## config.mk

```make
export PLATFORM = sky130hd
export DESIGN_NAME = fntc_ref_log2
export DESIGN_NICKNAME = d
export VERILOG_FILES = /design/src/rtl/core/fntc_pkg.sv /design/src/rtl/core/fntc_ref_log2.sv
export SDC_FILE = /design/constraint.sdc
export NUM_CORES = 2
export LEC_CHECK = 0
export BUFFER_PORTS_ARGS = -buffer_cell sky130_fd_sc_hd__buf_2
export CAP_MARGIN = 0
export CORE_MARGIN = 2
export CORE_UTILIZATION = 62
export DETAILED_ROUTE_END_ITERATION = 6
export PLACE_DENSITY = 0.79
export SLEW_MARGIN = 20
export SYNTH_ARGS = -nofsm -noshare
export SYNTH_HDL_FRONTEND = slang
export SYNTH_SLANG_ARGS = --single-unit
```

## constraint.sdc

```tcl
create_clock -name clock -period 16.3 [get_ports clock]
set_clock_uncertainty 0.1 [all_clocks]
set_input_delay 0.815 -clock clock [delete_from_list [all_inputs] [get_ports clock]]
set_output_delay 0.815 -clock clock [all_outputs]
set_load 0.005 [all_outputs]
```

## src/rtl/core/fntc_pkg.sv

```systemverilog
// shared constants, types and helper functions for the frequency to note block
// no dependencies
package fntc_pkg;

   localparam int OCTAVE_TOP = 12;
   localparam int LOG_FRAC   = 24;
   localparam int FREQ_W     = 32;
   localparam int A4_W       = 23;
   localparam int EXP_W      = 5;
   localparam int LOG_W      = EXP_W + LOG_FRAC;
   localparam int CENTS_W    = 15;
   localparam int CNT_W      = $clog2(LOG_FRAC);

   localparam logic [A4_W-1:0] A4_RESET = A4_W'(7208960);

   typedef enum logic [1:0] {
      RL_IDLE,
      RL_NORM,
      RL_SQUARE
   } rl_state_type;

   typedef struct packed {
      logic             valid;
      logic             zero;
      logic [LOG_W-1:0] log2;
   } log_res_type;

   function automatic logic [EXP_W-1:0] msb_index(input logic [FREQ_W-1:0] x);
      logic [EXP_W-1:0] idx;
      idx = '0;
      for (int i = 0; i < FREQ_W; i++) begin
         if (x[i]) idx = EXP_W'(i);
      end
      return idx;
   endfunction

   // one squaring round: {fraction bit, next mantissa}
   function automatic logic [FREQ_W:0] square_step(input logic [FREQ_W-1:0] m);
      logic [2*FREQ_W-1:0] p;
      logic [FREQ_W:0]     q;
      p = m * m;
      q = p[2*FREQ_W-1:FREQ_W-1];
      if (q[FREQ_W]) return {1'b1, q[FREQ_W:1]};
      else return {1'b0, q[FREQ_W-1:0]};
   endfunction

endpackage

```

## src/rtl/core/fntc_ref_log2.sv

```systemverilog
// reference pitch register and iterative log2 of it, rerun after reset and each write
// depends on fntc_pkg
module fntc_ref_log2 (
   input  logic                       clock,
   input  logic                       reset,
   input  logic                       wr_en,
   input  logic [fntc_pkg::A4_W-1:0]  wr_data,
   output logic                       busy,
   output logic                       ref_zero,
   output logic [fntc_pkg::LOG_W-1:0] ref_log2
);
   import fntc_pkg::*;

   rl_state_type        state_ff, state_in;
   logic [A4_W-1:0]     a4_ff;
   logic [CNT_W-1:0]    cnt_ff;
   logic [FREQ_W-1:0]   m_ff;
   logic [EXP_W-1:0]    e_ff;
   logic [LOG_FRAC-1:0] f_ff;
   logic                z_ff;
   logic [FREQ_W-1:0]   a4_wide;
   logic [EXP_W-1:0]    top_in;
   logic [FREQ_W:0]     sq_in;

   assign a4_wide = FREQ_W'(a4_ff);
   assign top_in  = msb_index(a4_wide);
   assign sq_in   = square_step(m_ff);

   always_comb begin
      state_in = state_ff;
      if (wr_en) state_in = RL_NORM;
      else begin
         unique case (state_ff)
            RL_IDLE:   state_in = RL_IDLE;
            RL_NORM:   state_in = RL_SQUARE;
            RL_SQUARE: if (cnt_ff == CNT_W'(LOG_FRAC-1)) state_in = RL_IDLE;
            default:   state_in = RL_IDLE;
         endcase
      end
   end

   always_comb begin
      busy = (state_ff != RL_IDLE);
   end

   always_ff @(posedge clock) begin
      if (reset) begin
         state_ff <= RL_NORM;
         a4_ff    <= A4_RESET;
      end else begin
         state_ff <= state_in;
         if (wr_en) a4_ff <= wr_data;
      end
   end

   always_ff @(posedge clock) begin
      if (state_ff == RL_NORM) begin
         z_ff   <= (a4_ff == '0);
         e_ff   <= top_in;
         m_ff   <= a4_wide << (EXP_W'(FREQ_W-1) - top_in);
         f_ff   <= '0;
         cnt_ff <= '0;
      end else if (state_ff == RL_SQUARE) begin
         m_ff   <= sq_in[FREQ_W-1:0];
         f_ff   <= {f_ff[LOG_FRAC-2:0], sq_in[FREQ_W]};
         cnt_ff <= cnt_ff + 1'b1;
      end
   end

   assign ref_zero = z_ff;
   assign ref_log2 = {e_ff, f_ff};

endmodule

```

# Word-level counts from Yosys, hierarchy flattened
# Index checks and enable logic that the tools add are counted.
[classes]
addsub = 2
n_mul = 1
n_eq_ne = 4
n_shift = 1
mux = 27
reduce_logical = 4
[ops]
columns = ["operator", "count"]
rows = [
  ["two-way mux 5 bit", 21],
  ["multiplier 32 x 32 -> 64 bit", 1],
  ["two-way mux 32 bit", 2],
  ["two-way mux 33 bit", 1],
  ["<< shifter 23 x 5 -> 32 bit", 1],
  ["logical NOT 23 bit", 1],
  ["adder 5 x 1 -> 5 bit (second input constant)", 1],
  ["== test 5 bit (second input constant)", 1],
  ["subtractor 5 bit (first input constant)", 1],
  ["one-hot mux 2 bit (2 select lines)", 1],
  ["nonzero test 2 bit", 2],
  ["== test 2 x 1 -> 1 bit (second input constant)", 1],
  ["== test 2 bit (second input constant)", 1],
  ["two-way mux 2 bit", 1],
  ["!= test 2 bit (second input constant)", 1],
  ["OR reduction 2 bit", 1],
  ["two-way mux 1 bit", 1],
]
[word_totals]
register_bits = 92
input_bits = 26
output_inout_bits = 31

# Depth between registers and ports, before layout
[logic_depth]
depth_word = 25
ltp_mapped = 33
mapped_depth_nobuf = 28

# Worst setup path before layout
# No wires, ideal clock.
[synth_path]
path_type = "reg2reg"
start = "register m_ff[14]"
end = "register m_ff[30], data pin"
setup_time_ns = 0.261
t_arrival_ns = 7.660
required_ns = 15.939
slack_ns = 8.279
stages_incl_launch_ff = 29
path_buffers = 2
synth_period_minus_slack_ns = 8.021
path_cell_list = "edfxtp_1 > clkbuf_1 > clkbuf_1 > nand2_1 > fa_1 > inv_1 > fa_1 > inv_1 > fa_1 > fa_1 > inv_1 > fa_1 > inv_1 > fa_1 > inv_1 > fa_1 > fa_1 > ha_1 > nand4_1 > nor4_1 > o41ai_1 > a31oi_1 > o221ai_2 > o31ai_4 > a211oi_2 > o311ai_4 > xnor2_1 > nor2_1 > o32a_1"
[synth_between]
elab_chain_cells = 4
[synth_rtl]
columns = ["item", "line", "text"]
rows = [
  ["start, declared", "fntc_ref_log2.sv:17", "logic [FREQ_W-1:0] m_ff;"],
  ["start signal, assigned", "fntc_ref_log2.sv:60", "m_ff <= a4_wide << (EXP_W'(FREQ_W-1) - top_in);"],
  ["start signal, assigned", "fntc_ref_log2.sv:64", "m_ff <= sq_in[FREQ_W-1:0];"],
  ["multiplier 32 x 32 -> 64 bit", "fntc_pkg.sv:41", "p = m * m;"],
  ["two-way mux 33 bit", "fntc_pkg.sv:43", "if (q[FREQ_W]) return {1'b1, q[FREQ_W:1]};"],
  ["two-way mux 32 bit", "fntc_ref_log2.sv:63", "end else if (state_ff == RL_SQUARE) begin"],
  ["two-way mux 32 bit", "fntc_ref_log2.sv:57", "if (state_ff == RL_NORM) begin"],
]
# Every way passes these cells. The select of a mux whose other input is x is not followed.
# A chain may end at the register's enable or synchronous reset.

# Final worst setup path
[layout_path]
start = "register m_ff[16]"
end = "register m_ff[30], data pin"
# The elaborated chain is that of the path after synthesis.

==> impl_metrics.py <==
metrics = {
    "synth": {
        "synth_fp_nets": 4716,
        "yosysTopAreaCellShare": 0.470,
        "yosys.area.top_type": "fa_1",
        "synth.area.top_cells": "fa_1, ha_1, inv_1, and2_1, nand2_1",
        "synth_cells": 3597,
        "syn-cell-area_sq_um": 33700,
        "synth_edf_count": 38,
        "ys_top_cells_by_count": "inv_1, fa_1, nand2_1, ha_1, and2_1",
        "synth.most_common_cell": "inv_1",
        "ys_seq_area_frac": 0.0660,
        "synth_ff_type": "dfxtp_1",
        "synth_warnings": 0,
        "avgSynthCellArea_sq_um": 9.36,
        "ys_types": 87,
        "ys_seq_elements": 92,
        "ys_async_sr_fraction": 0,
    },
    "sta": {
        "min_period_ps": 8920,
        "clock.fmax_mhz": 112,
        "min_period_over_period": 0.547,
        "relSlewSlack": 0.361,
        "tns_ps": 0,
        "finalSetupViolations": 0,
        "slew_violations": 0,
        "hold_viol": 0,
        "worst_pin_slew_ps": 934,
        "grt_setup_unrepaired": "no",
    },
    "cts": {
        "postCtsResizedCells": 0,
        "cts_setup_buffers": 0,
        "ctsHoldBuffers": 0,
        "cts.sink_count": 92,
        "cts_tree": "built",
        "root_buffer": "clkbuf_16",
        "numCtsBuffers": 9,
        "htreeDepth": 3,
        "clkTransAtPathRegs_ps": 80,
        "clock_path_buffers": 2,
        "clk_latency_ps": 360,
    },
    "global_routing": {
        "grt_first_pass_wirelength_microns": 135000,
        "grt_use_total": 0.308,
        "antenna_found_initial": 0,
        "grt_pass1_vias": 26500,
        "grt_max_degree": 62,
        "gr-total-overflow": 0,
    },
    "placed_design": {
        "place_congestion": 0.967,
        "hpwl_microns": 64800,
        "placed_cells": 4245,
        "port_buffers": 56,
    },
    "die": {
        "dieArea_sq_um": 56200,
        "start_util": 0.627,
        "die_h_microns": 237,
        "core_sq_um": 53700,
        "row_count": 85,
        "ios": 57,
        "fp.dieW_microns": 237,
    },
    "worst_setup_path": {
        "worstPathRequired_ps": 16300,
        "rrSetupSlack_ps": 7380,
        "startpoint_type": "flop",
        "setup.worst_path.class": "flop to flop",
        "endpoint_kind": "flop",
        "cp_data_arrival_time_ps": 8920,
        "path_max_fanout": 33,
    },
    "detailed_routing": {
        "firstDrtPassIters": 5,
        "route.detailed.drc": 0,
        "detail-route-antenna-nets": 0,
        "drt_iter0_drc": 1528,
        "route.vias.total": 23900,
        "wl_per_cell_microns": 19.1,
        "vias_per_cell": 5.61,
        "wl_microns": 81200,
    },
    "final_layout": {
        "layout.nets": 4679,
        "drive_above_1_share": 0.0429,
        "final_cells": 4261,
        "diodes": 0,
        "syn2layout_area_growth_pct": 3.48,
    },
    "hold_path": {
        "min_path_type": "flop to flop",
    },
    "run_status": {
        "outcome": "complete, no violations",
    },
    "job": {
        "max_cap_viol_count": 0,
    },
}
[final cells by class]
class	count	area (sq um)
multi-input cells	2363	27100
fillers	4284	18900
inverters	1000	3750
flip-flops and latches	92	2220
well taps	696	871
repair buffers	94	566
clock buffers	9	225
clock inverters	7	73.8
[state kept, by name, summed over array words and instances, names as in the netlist]
name,cells
a4_ff,23
f_ff,24
e_ff,5
m_ff,32
cnt_ff,5
ref_zero,1
state_ff,2
[metal layers]
layer | GRT usage | vias up | share of wire
met4 | 0.115 | 0 | 0.041
met3 | 0.0424 | 245 | 0.073
met5 | 0 | - | 0
li1 | - | 10600 | -
met1 | 0.384 | 12100 | 0.37
met2 | 0.546 | 969 | 0.51
[cell families after synthesis]
kind of cell,count (synthesis),share of synthesized area
adder cells (fa/ha/maj),1093,0.583
AND/OR/NAND/NOR,799,0.113
multiplexers,92,0.0275
flip-flops,92,0.0660
XOR/XNOR,81,0.0213
buffers and inverters,1142,0.128
AO/OA/AOI/OAI,298,0.0608
[critical path, cell delays in order, from the launching register on]
cell and delay, ps:
edfxtp_1 340, buf_4 360, clkinv_1 500, nor2_1 290, fa_1 470, fa_1 520
inv_1 50, fa_1 450, fa_1 510, inv_1 50, fa_1 550, fa_1 450
fa_1 500, inv_1 50, fa_1 480, inv_1 40, ha_1 380, a21oi_1 180
o21a_1 200, o21ai_1 100, a211o_1 340, a221oi_2 330, o31ai_4 190, a31oi_4 270
xnor2_2 130, buf_4 340, nor3_1 110, o32a_1 340
[through the flow]
stage	utilization	hold WS, ps	cell area (sq um)	worst slack, ps
after floorplan	-	379	33700	8280
after global placement	0.643	373	34500	7540
after detailed placement	0.643	380	34500	7530
after CTS	0.649	402	34800	7460
after global routing	0.649	447	34800	7100
final	0.649	398	34800	7380
[layout by cell type (no fill, tap or decap), types with 15 or more instances in the layout]
cell type,Yosys,routed
inv_1,997,997
buf_4,5,38
a21oi_1,93,93
nor2_1,141,141
a21o_1,33,33
nand4_1,20,20
ha_1,302,301
o21ai_0,41,41
nand3_1,17,17
mux2i_1,88,88
xnor2_1,39,39
buf_2,5,56
xor2_1,41,40
o21bai_1,15,15
dfxtp_1,54,54
edfxtp_1,38,38
nand2_1,325,325
fa_1,791,791
and2_1,230,230
[final timing paths]
check	from	end	depth (start not counted)
max	m_ff[16]$_DFFE_PP_	m_ff[30]$_DFFE_PP_	27
min	f_ff[23]$_SDFFE_PP0N_	f_ff[23]$_SDFFE_PP0N_	2
max reg2reg	m_ff[16]$_DFFE_PP_	m_ff[30]$_DFFE_PP_	27
min reg2reg	f_ff[23]$_SDFFE_PP0N_	f_ff[23]$_SDFFE_PP0N_	2
Power is not shown: default switching activity piles up to over one toggle a cycle in this logic, so the estimate is an artifact.
