File: config.mk
export PLATFORM = sky130hd
export DESIGN_NAME = fntc_note_map
export DESIGN_NICKNAME = d
export VERILOG_FILES = /design/src/rtl/core/fntc_pkg.sv /design/src/rtl/core/fntc_note_map.sv
export SDC_FILE = /design/constraint.sdc
export NUM_CORES = 1
export LEC_CHECK = 0
export BUFFER_PORTS_ARGS = -buffer_cell sky130_fd_sc_hd__clkbuf_2
export CORE_AREA = 2 2 174 176
export DETAILED_ROUTE_END_ITERATION = 6
export DIE_AREA = 0 0 176 178
export MAX_ROUTING_LAYER = met4
export PLACE_DENSITY = 0.6
export SLEW_MARGIN = 20
export SYNTH_ARGS = -nofsm -noshare
export SYNTH_HDL_FRONTEND = slang
export SYNTH_SLANG_ARGS = --single-unit
File: constraint.sdc
create_clock -name clock -period 5.7 [get_ports clock]
set_input_delay 0.855 -clock clock [delete_from_list [all_inputs] [get_ports clock]]
set_output_delay 0.855 -clock clock [all_outputs]
set_load 0.005 [all_outputs]
File: src/rtl/core/fntc_pkg.sv
// shared constants, types and helper functions for the frequency to note block
// no dependencies
package fntc_pkg;

   localparam int OCTAVE_TOP = 12;
   localparam int LOG_FRAC   = 24;
   localparam int FREQ_W     = 32;
   localparam int A4_W       = 23;
   localparam int EXP_W      = 5;
   localparam int LOG_W      = EXP_W + LOG_FRAC;
   localparam int CENTS_W    = 15;
   localparam int CNT_W      = $clog2(LOG_FRAC);

   localparam logic [A4_W-1:0] A4_RESET = A4_W'(7208960);

   typedef enum logic [1:0] {
      RL_IDLE,
      RL_NORM,
      RL_SQUARE
   } rl_state_type;

   typedef struct packed {
      logic             valid;
      logic             zero;
      logic [LOG_W-1:0] log2;
   } log_res_type;

   function automatic logic [EXP_W-1:0] msb_index(input logic [FREQ_W-1:0] x);
      logic [EXP_W-1:0] idx;
      idx = '0;
      for (int i = 0; i < FREQ_W; i++) begin
         if (x[i]) idx = EXP_W'(i);
      end
      return idx;
   endfunction

   // one squaring round: {fraction bit, next mantissa}
   function automatic logic [FREQ_W:0] square_step(input logic [FREQ_W-1:0] m);
      logic [2*FREQ_W-1:0] p;
      logic [FREQ_W:0]     q;
      p = m * m;
      q = p[2*FREQ_W-1:FREQ_W-1];
      if (q[FREQ_W]) return {1'b1, q[FREQ_W:1]};
      else return {1'b0, q[FREQ_W-1:0]};
   endfunction

endpackage

File: src/rtl/core/fntc_note_map.sv
// semitone distance, range check, rounding to a note and cents, three stages
// depends on fntc_pkg
module fntc_note_map (
   input  logic                        clock,
   input  logic                        reset,
   input  logic                        advance,
   input  fntc_pkg::log_res_type       in_res,
   input  logic                        ref_zero,
   input  logic [fntc_pkg::LOG_W-1:0]  ref_log2,
   output logic                        out_valid,
   output logic                        out_in_range,
   output logic [3:0]                  out_semitone,
   output logic [3:0]                  out_octave,
   output logic signed [fntc_pkg::CENTS_W-1:0] out_cents
);
   import fntc_pkg::*;

   localparam int S_W = LOG_W + 5;
   localparam int D_W = LOG_FRAC + 2;
   localparam int V_W = D_W + 16;
   localparam logic signed [S_W-1:0] S_LO   = -(S_W'(115) <<< (LOG_FRAC-1));
   localparam logic signed [S_W-1:0] S_HI   = S_W'(24*OCTAVE_TOP-91) <<< (LOG_FRAC-1);
   localparam logic signed [7:0]     K_MAX  = 8'(12*OCTAVE_TOP+3-49);
   localparam logic signed [S_W:0]   S_HALF = (S_W+1)'(1) <<< (LOG_FRAC-1);
   localparam logic signed [V_W-1:0] V_HALF = V_W'(1) <<< (LOG_FRAC-1);
   localparam logic signed [17:0]    C_MAX  = 18'sd12800;

   logic                  a_v_ff, b_v_ff, c_v_ff;
   logic                  a_ok_ff, b_ok_ff;
   logic signed [S_W-1:0] s_ff;
   logic signed [7:0]     k_ff;
   logic signed [D_W-1:0] d_ff;
   logic                  c_rng_ff;
   logic [3:0]            c_semi_ff, c_oct_ff;
   logic signed [CENTS_W-1:0] c_cents_ff;

   logic signed [S_W-1:0] diff_in;
   logic signed [S_W:0]   ks_in;
   logic signed [7:0]     kr_in, k_in;
   logic signed [S_W-1:0] d_in;
   logic signed [V_W-1:0] v_in;
   logic signed [17:0]    c_in;
   logic signed [CENTS_W-1:0] cc_in;
   logic [7:0]            u_in;
   logic [15:0]           q_prod;
   logic [3:0]            q_in, r_in;

   assign diff_in = S_W'(in_res.log2) - S_W'(ref_log2);

   always_comb begin
      ks_in = ((S_W+1)'(s_ff) + S_HALF) >>> LOG_FRAC;
      kr_in = ks_in[7:0];
      k_in  = (kr_in > K_MAX) ? K_MAX : kr_in;
      d_in  = s_ff - (S_W'(k_in) <<< LOG_FRAC);
   end

   always_comb begin
      v_in   = V_W'(d_ff) * V_W'(25600) + V_HALF;
      c_in   = 18'(v_in >>> LOG_FRAC);
      if (c_in > C_MAX) cc_in = CENTS_W'(C_MAX);
      else if (c_in < -C_MAX) cc_in = CENTS_W'(-C_MAX);
      else cc_in = c_in[CENTS_W-1:0];
      u_in   = 8'(k_ff + 8'sd57);
      q_prod = 16'(u_in) * 16'd171;
      q_in   = q_prod[14:11];
      r_in   = 4'(u_in - 8'(q_in) * 8'd12);
   end

   always_ff @(posedge clock) begin
      if (reset) begin
         a_v_ff <= 1'b0;
         b_v_ff <= 1'b0;
         c_v_ff <= 1'b0;
      end else if (advance) begin
         a_v_ff <= in_res.valid;
         b_v_ff <= a_v_ff;
         c_v_ff <= b_v_ff;
      end
   end

   always_ff @(posedge clock) begin
      if (advance) begin
         a_ok_ff <= !in_res.zero && !ref_zero;
         s_ff    <= (diff_in <<< 3) + (diff_in <<< 2);
         b_ok_ff <= a_ok_ff && (s_ff >= S_LO) && (s_ff <= S_HI);
         k_ff    <= k_in;
         d_ff    <= d_in[D_W-1:0];
         c_rng_ff   <= b_ok_ff;
         c_semi_ff  <= b_ok_ff ? r_in : 4'd0;
         c_oct_ff   <= b_ok_ff ? q_in : 4'd0;
         c_cents_ff <= b_ok_ff ? cc_in : '0;
      end
   end

   assign out_valid    = c_v_ff;
   assign out_in_range = c_rng_ff;
   assign out_semitone = c_semi_ff;
   assign out_octave   = c_oct_ff;
   assign out_cents    = c_cents_ff;

endmodule

### Word-level counts from Yosys, hierarchy flattened

Cells that the tools add are included.

* output and inout bits: 25
* word-level logic and storage cells: 40
* register bits after elaboration: 97

* order comparisons: 5
* reductions and logical operators: 7
* muxes and demuxes: 3
* $add $sub $neg: 7
* bitwise operators: 1
* multiply operators: 3

Operator list (count)
* adder 42 x 25 -> 42 bit (second input constant): 1
* adder 33 x 32 -> 34 bit: 1
* >= comparator 34 x 31 -> 1 bit (second input constant): 1
* <= comparator 34 x 32 -> 1 bit (second input constant): 1
* adder 32 x 25 -> 32 bit (second input constant): 1
* multiplier 26 x 6 -> 32 bit (second input constant): 1
* subtractor 29 x 29 -> 30 bit: 1
* subtractor 26 bit: 1
* greater-than comparator 18 x 15 -> 1 bit (second input constant): 1
* less-than comparator 18 x 15 -> 1 bit (second input constant): 1
* multiplier 8 x 8 -> 15 bit (second input constant): 1
* 2-to-1 mux 15 bit: 1
* 2-to-1 mux 14 bit: 1
* adder 8 x 7 -> 8 bit (second input constant): 1
* greater-than comparator 8 bit (second input constant): 1
* 2-to-1 mux 8 bit: 1
* multiplier 4 x 2 -> 2 bit (second input constant): 1
* subtractor 4 bit: 1
* logical AND 1 bit: 3
* OR reduction 3 bit: 1
* zero test 1 bit: 2
* OR reduction 2 bit: 1
* NOT 1 bit: 1

### Logic depth before layout (Yosys ltp)

* depth in word-level cells: 5
* gate-level depth with buffers: 24
* gate-level depth less buffers: 24

### Worst setup path after synthesis

No wires, ideal clock.

* kind: flip-flop to flip-flop
* start: register d_ff[7]
* end: register c_cents_ff[1] (netlist: out_cents[1]), data pin
* path buffers: 0
* data required time: 5.434 ns
* period minus slack after synthesis: 5.269 ns
* data arrival time: 5.003 ns
* stages on the path, launching flop included: 20
* slack: 0.431 ns
* cell sequence: edfxtp_1 > ha_1 > fa_1 > ha_1 > ha_1 > or3_1 > o31ai_1 > inv_1 > a21oi_1 > xnor2_1 > ha_1 > nand2_1 > nor4_1 > nand4b_2 > nor3_1 > xor2_1 > o41ai_1 > a211oi_2 > a2bb2oi_2 > nor2_1

* cells in the longest elaborated chain, start to end: 4
* elaborated cells on any way between the ends: 5
* those cells by class: add/sub (1); mul (1); order compare (2); reduce/logical (1)

RTL lines
* start: declaration: line fntc_note_map.sv:32 `logic signed [D_W-1:0] d_ff;`
* start signal: assignment: line fntc_note_map.sv:87 `d_ff <= d_in[D_W-1:0];`
* multiplier 26 x 6 -> 32 bit (*): line fntc_note_map.sv:58 `v_in = V_W'(d_ff) * V_W'(25600) + V_HALF;`
* adder 42 x 25 -> 42 bit (*): line fntc_note_map.sv:58
* greater-than comparator 18 x 15 -> 1 bit or less-than comparator 18 x 15 -> 1 bit (tied branches): line fntc_note_map.sv:60, fntc_note_map.sv:61
* OR reduction 3 bit (no source line)
* end signal: assignment: line fntc_note_map.sv:91 `c_cents_ff <= b_ok_ff ? cc_in : '0;`
* end: declaration: line fntc_note_map.sv:35 `logic signed [CENTS_W-1:0] c_cents_ff;`

Every way passes the cells marked *; elsewhere a longest branch is shown, timed or not.
A chain may end at the register's enable or synchronous reset.

### Final worst setup path

* start: register d_ff[12]
* end: register c_cents_ff[7] (netlist: out_cents[7]), data pin

The elaborated chain is that of the path after synthesis.

==> results by group <==
Timing
  • Period utilisation layout: 94.0%
  • RSZ-0062 raised after global routing: false
  • Slew HR: 53.4%
  • Worst-Margin Slew: 0.699 ns
  • Minimum clock period: 5.36 ns
  • Fmax: 0.187 GHz
  • Final setup fails: 0
  • Final hold viol count: 0
  • Slew Limit Fails: 0
  • Post-route setup TNS: 0 ns
  • Final Skew: 0.0170 ns

Clocking
  • Cts bufs inserted: 9
  • Clock Path Buffers: 2
  • CTS root buf: clkbuf_16
  • CTS hold repair buffers: 0
  • Clk sinks: 93
  • Clk Latency, worst-skew pair: 0.36 ns
  • H-tree Lvls: 3
  • CTS tree: built
  • Worst-path clk slew: 0.08 ns

Critical path
  • Worst path cell trace: ha_1 -> fa_1 -> ha_1 -> ha_1 -> o21ai_0 -> a21oi_1 -> o211ai_1 -> a31oi_2 -> xnor2_1 -> or4_4 -> and4bb_1 -> and2b_1 -> xnor2_1 -> a211oi_2 -> buf_4 -> a2bb2oi_4 -> nor2_1
  • CP startpoint: d_ff[12]
  • CP endpoint: out_cents[7]
  • Reg2reg end: out_cents[7]
  • Max incr delay on CP: 0.47 ns
  • CP top delay family: adder cells
  • Worst path most repeated cell: ha_1
  • Worst Setup Start Kind: flop
  • CP max-delay cell: edfxtp_1
  • Crit. End Element: flop
  • Crit path buf inv count: 1
  • Crit-path max FO: 9
  • Worst Reg2Reg Path Length in Cells: 17
  • Crit path depth: 17
  • Critical path data arrival time: 5.47 ns
  • WP data required: 5.81 ns
  • Reg-to-Reg Start: d_ff[12]
  • Flop2flop setup slack: 0.34 ns
  • Worst Setup Path Type: flop to flop

Route
  • Routed Antenna Nets: 0
  • Drt total wl: 17.9 mm
  • DRC: 0
  • DRT Pass-1 Iters: 4
  • Iter 0 DRT Violations: 225
  • DR vias: 7236
  • Wire per inst: 11.9 µm
  • Via/cell ratio: 4.80

Global routing
  • GRT Total Usage: 12.2%
  • Initial antenna violation count: 0
  • First-pass GRT wire length: 31.3 mm
  • Vias in the first global route: 7052
  • Largest net degree at the start of global routing: 58
  • Remaining global-route overflow: 0

Yosys
  • Syn Inst Count: 1000
  • Syn Area/Cell: 9.88 µm²
  • Sequential area share after synthesis: 28.0%
  • Synthesized cell area: 0.00988 mm²
  • Synth top cells by count: 174 x ha_1, 101 x inv_1, 90 x edfxtp_1
  • Synth unique cells: 77
  • Count leader, synth: ha_1
  • Top_reg_cell synth: edfxtp_1
  • Leading area contributor after synthesis: edfxtp_1
  • Synth Register Bits: 93
  • Post-synth EDFFs: 90
  • Top post-synthesis cells by area: edfxtp_1 27%, ha_1 22%, fa_1 6.9%
  • Share of the synthesized area in the top cell type: 27.4%
  • Yosys warns: 0
  • Async S/R FF share, synth: 0%
  • Mapped Nets: 1272

Layout
  • Fillers: 2940
  • Diode count: 0
  • Net total in the final layout: 1383
  • Layout cells sized above 1: 14.2%
  • Area Growth Syn to Fin: 14.5%

Placement
  • Detailed placement HPWL: 14.7 mm
  • Port bufs: 88
  • GPL Wtd Cong: 0.835

Job
  • Total of max-cap violations: 0

Floorplanning
  • Die W: 176 µm
  • DIE HEIGHT: 178 µm
  • Starting Density: 33.6%
  • DIE AREA: 0.0313 mm²
  • Core area: 0.0294 mm²
  • Top Ports: 89
  • # rows: 63

Run status
  • Status: complete, no violations

Worst hold path
  • Hold_sp: s_ff[18]
  • Hold Path Class: flop to flop
## area by class of cell
type                       count  area (µm²)  area share [%]
multi-input combinational    796        6780            59.9
sequential                    93        2760            24.4
timing repair buffer         109         601            5.31
tap                          390         488            4.31
inverter                     102         383            3.38
clock buffer                   9         225            1.99
clock inverter                 7        78.8           0.697
## cells by family after synthesis
kind of cell | count (synthesis) | synth area share (%)
XOR/XNOR | 111 | 9.84
AO/OA/AOI/OAI | 219 | 15.3
flip-flops | 93 | 28.0
multiplexers | 6 | 0.633
adder cells (fa/ha/maj) | 208 | 28.9
AND/OR/NAND/NOR | 252 | 13.1
buffers and inverters | 111 | 4.23
## worst min path at each step
| stage | to | slack [ns] | cells past startpoint |
|---|---|---|---|
| 3_5_place_dp | d_ff[18] | 0.44 | 0 |
| 5_1_grt | d_ff[6] | 0.47 | 0 |
| 4_1_cts | d_ff[18] | 0.45 | 0 |
| 3_3_place_gp | d_ff[13] | 0.43 | 0 |
| 6_report | d_ff[18] | 0.44 | 0 |
| 2_1_floorplan | d_ff[11] | 0.43 | 0 |
## flip-flops by register name, summed over array words and instances, names as in the netlist
register / count
out_octave: 4
out_semitone: 4
out_valid: 1
s_ff: 32
a_v_ff: 1
k_ff: 8
out_in_range: 1
b_ok_ff: 1
b_v_ff: 1
d_ff: 24
a_ok_ff: 1
out_cents: 15
## layout by cell type (no fill, tap or decap), types with 10 or more instances in the layout
cell	count
fa_1	34
nand4_1	11
a21o_1	32
edfxtp_1	90
a21oi_1	60
o21ai_0	33
xnor2_1	70
clkbuf_2	87
nand2_1	34
buf_4	22
nor2b_1	13
inv_1	101
nor3_1	29
a31oi_1	10
and3_1	12
xor2_1	41
nand3_1	22
ha_1	174
nand2b_1	11
nor2_1	71
## stage by stage
step | worst slack (ns) | utilization, % | std cells | instance area, µm² | hold WS (ns)
after global placement | 0.185 | 37.1 | 1486 | 10900 | 0.433
after floorplan | 0.431 | - | 1000 | 9880 | 0.427
after detailed placement | 0.151 | 37.1 | 1486 | 10900 | 0.435
final | 0.340 | 38.5 | 1506 | 11300 | 0.442
after global routing | 0.0160 | 38.5 | 1506 | 11300 | 0.468
after CTS | 0.114 | 38.1 | 1502 | 11200 | 0.446
## per-layer routing
layer | vias to the layer above | track usage, % | routed length [µm]
met3 | 12 | 1.49 | 465
met2 | 94 | 19.0 | 7740
met5 | - | - | 0
met4 | 0 | 3.34 | 206
met1 | 3264 | 16.7 | 9470
li1 | 3866 | - | -
## worst register-to-register path: cells and delay by family (launching register included)
family | cells | cell delay, ns
flops | 1 | 0.47
buf+inv | 1 | 0.16
compound gates | 6 | 1.44
xor+xnor | 2 | 0.36
simple gates | 4 | 1.08
fa+ha+maj | 4 | 1.61
## repair_timing
action	CTS	global route
setup buffers	0	4
resized for setup	0	11
endpoints found under the setup margin	0	15
Power is left out: the tool's default activity adds up to more than one toggle a clock period on the data nets, which glitch-free logic cannot reach.
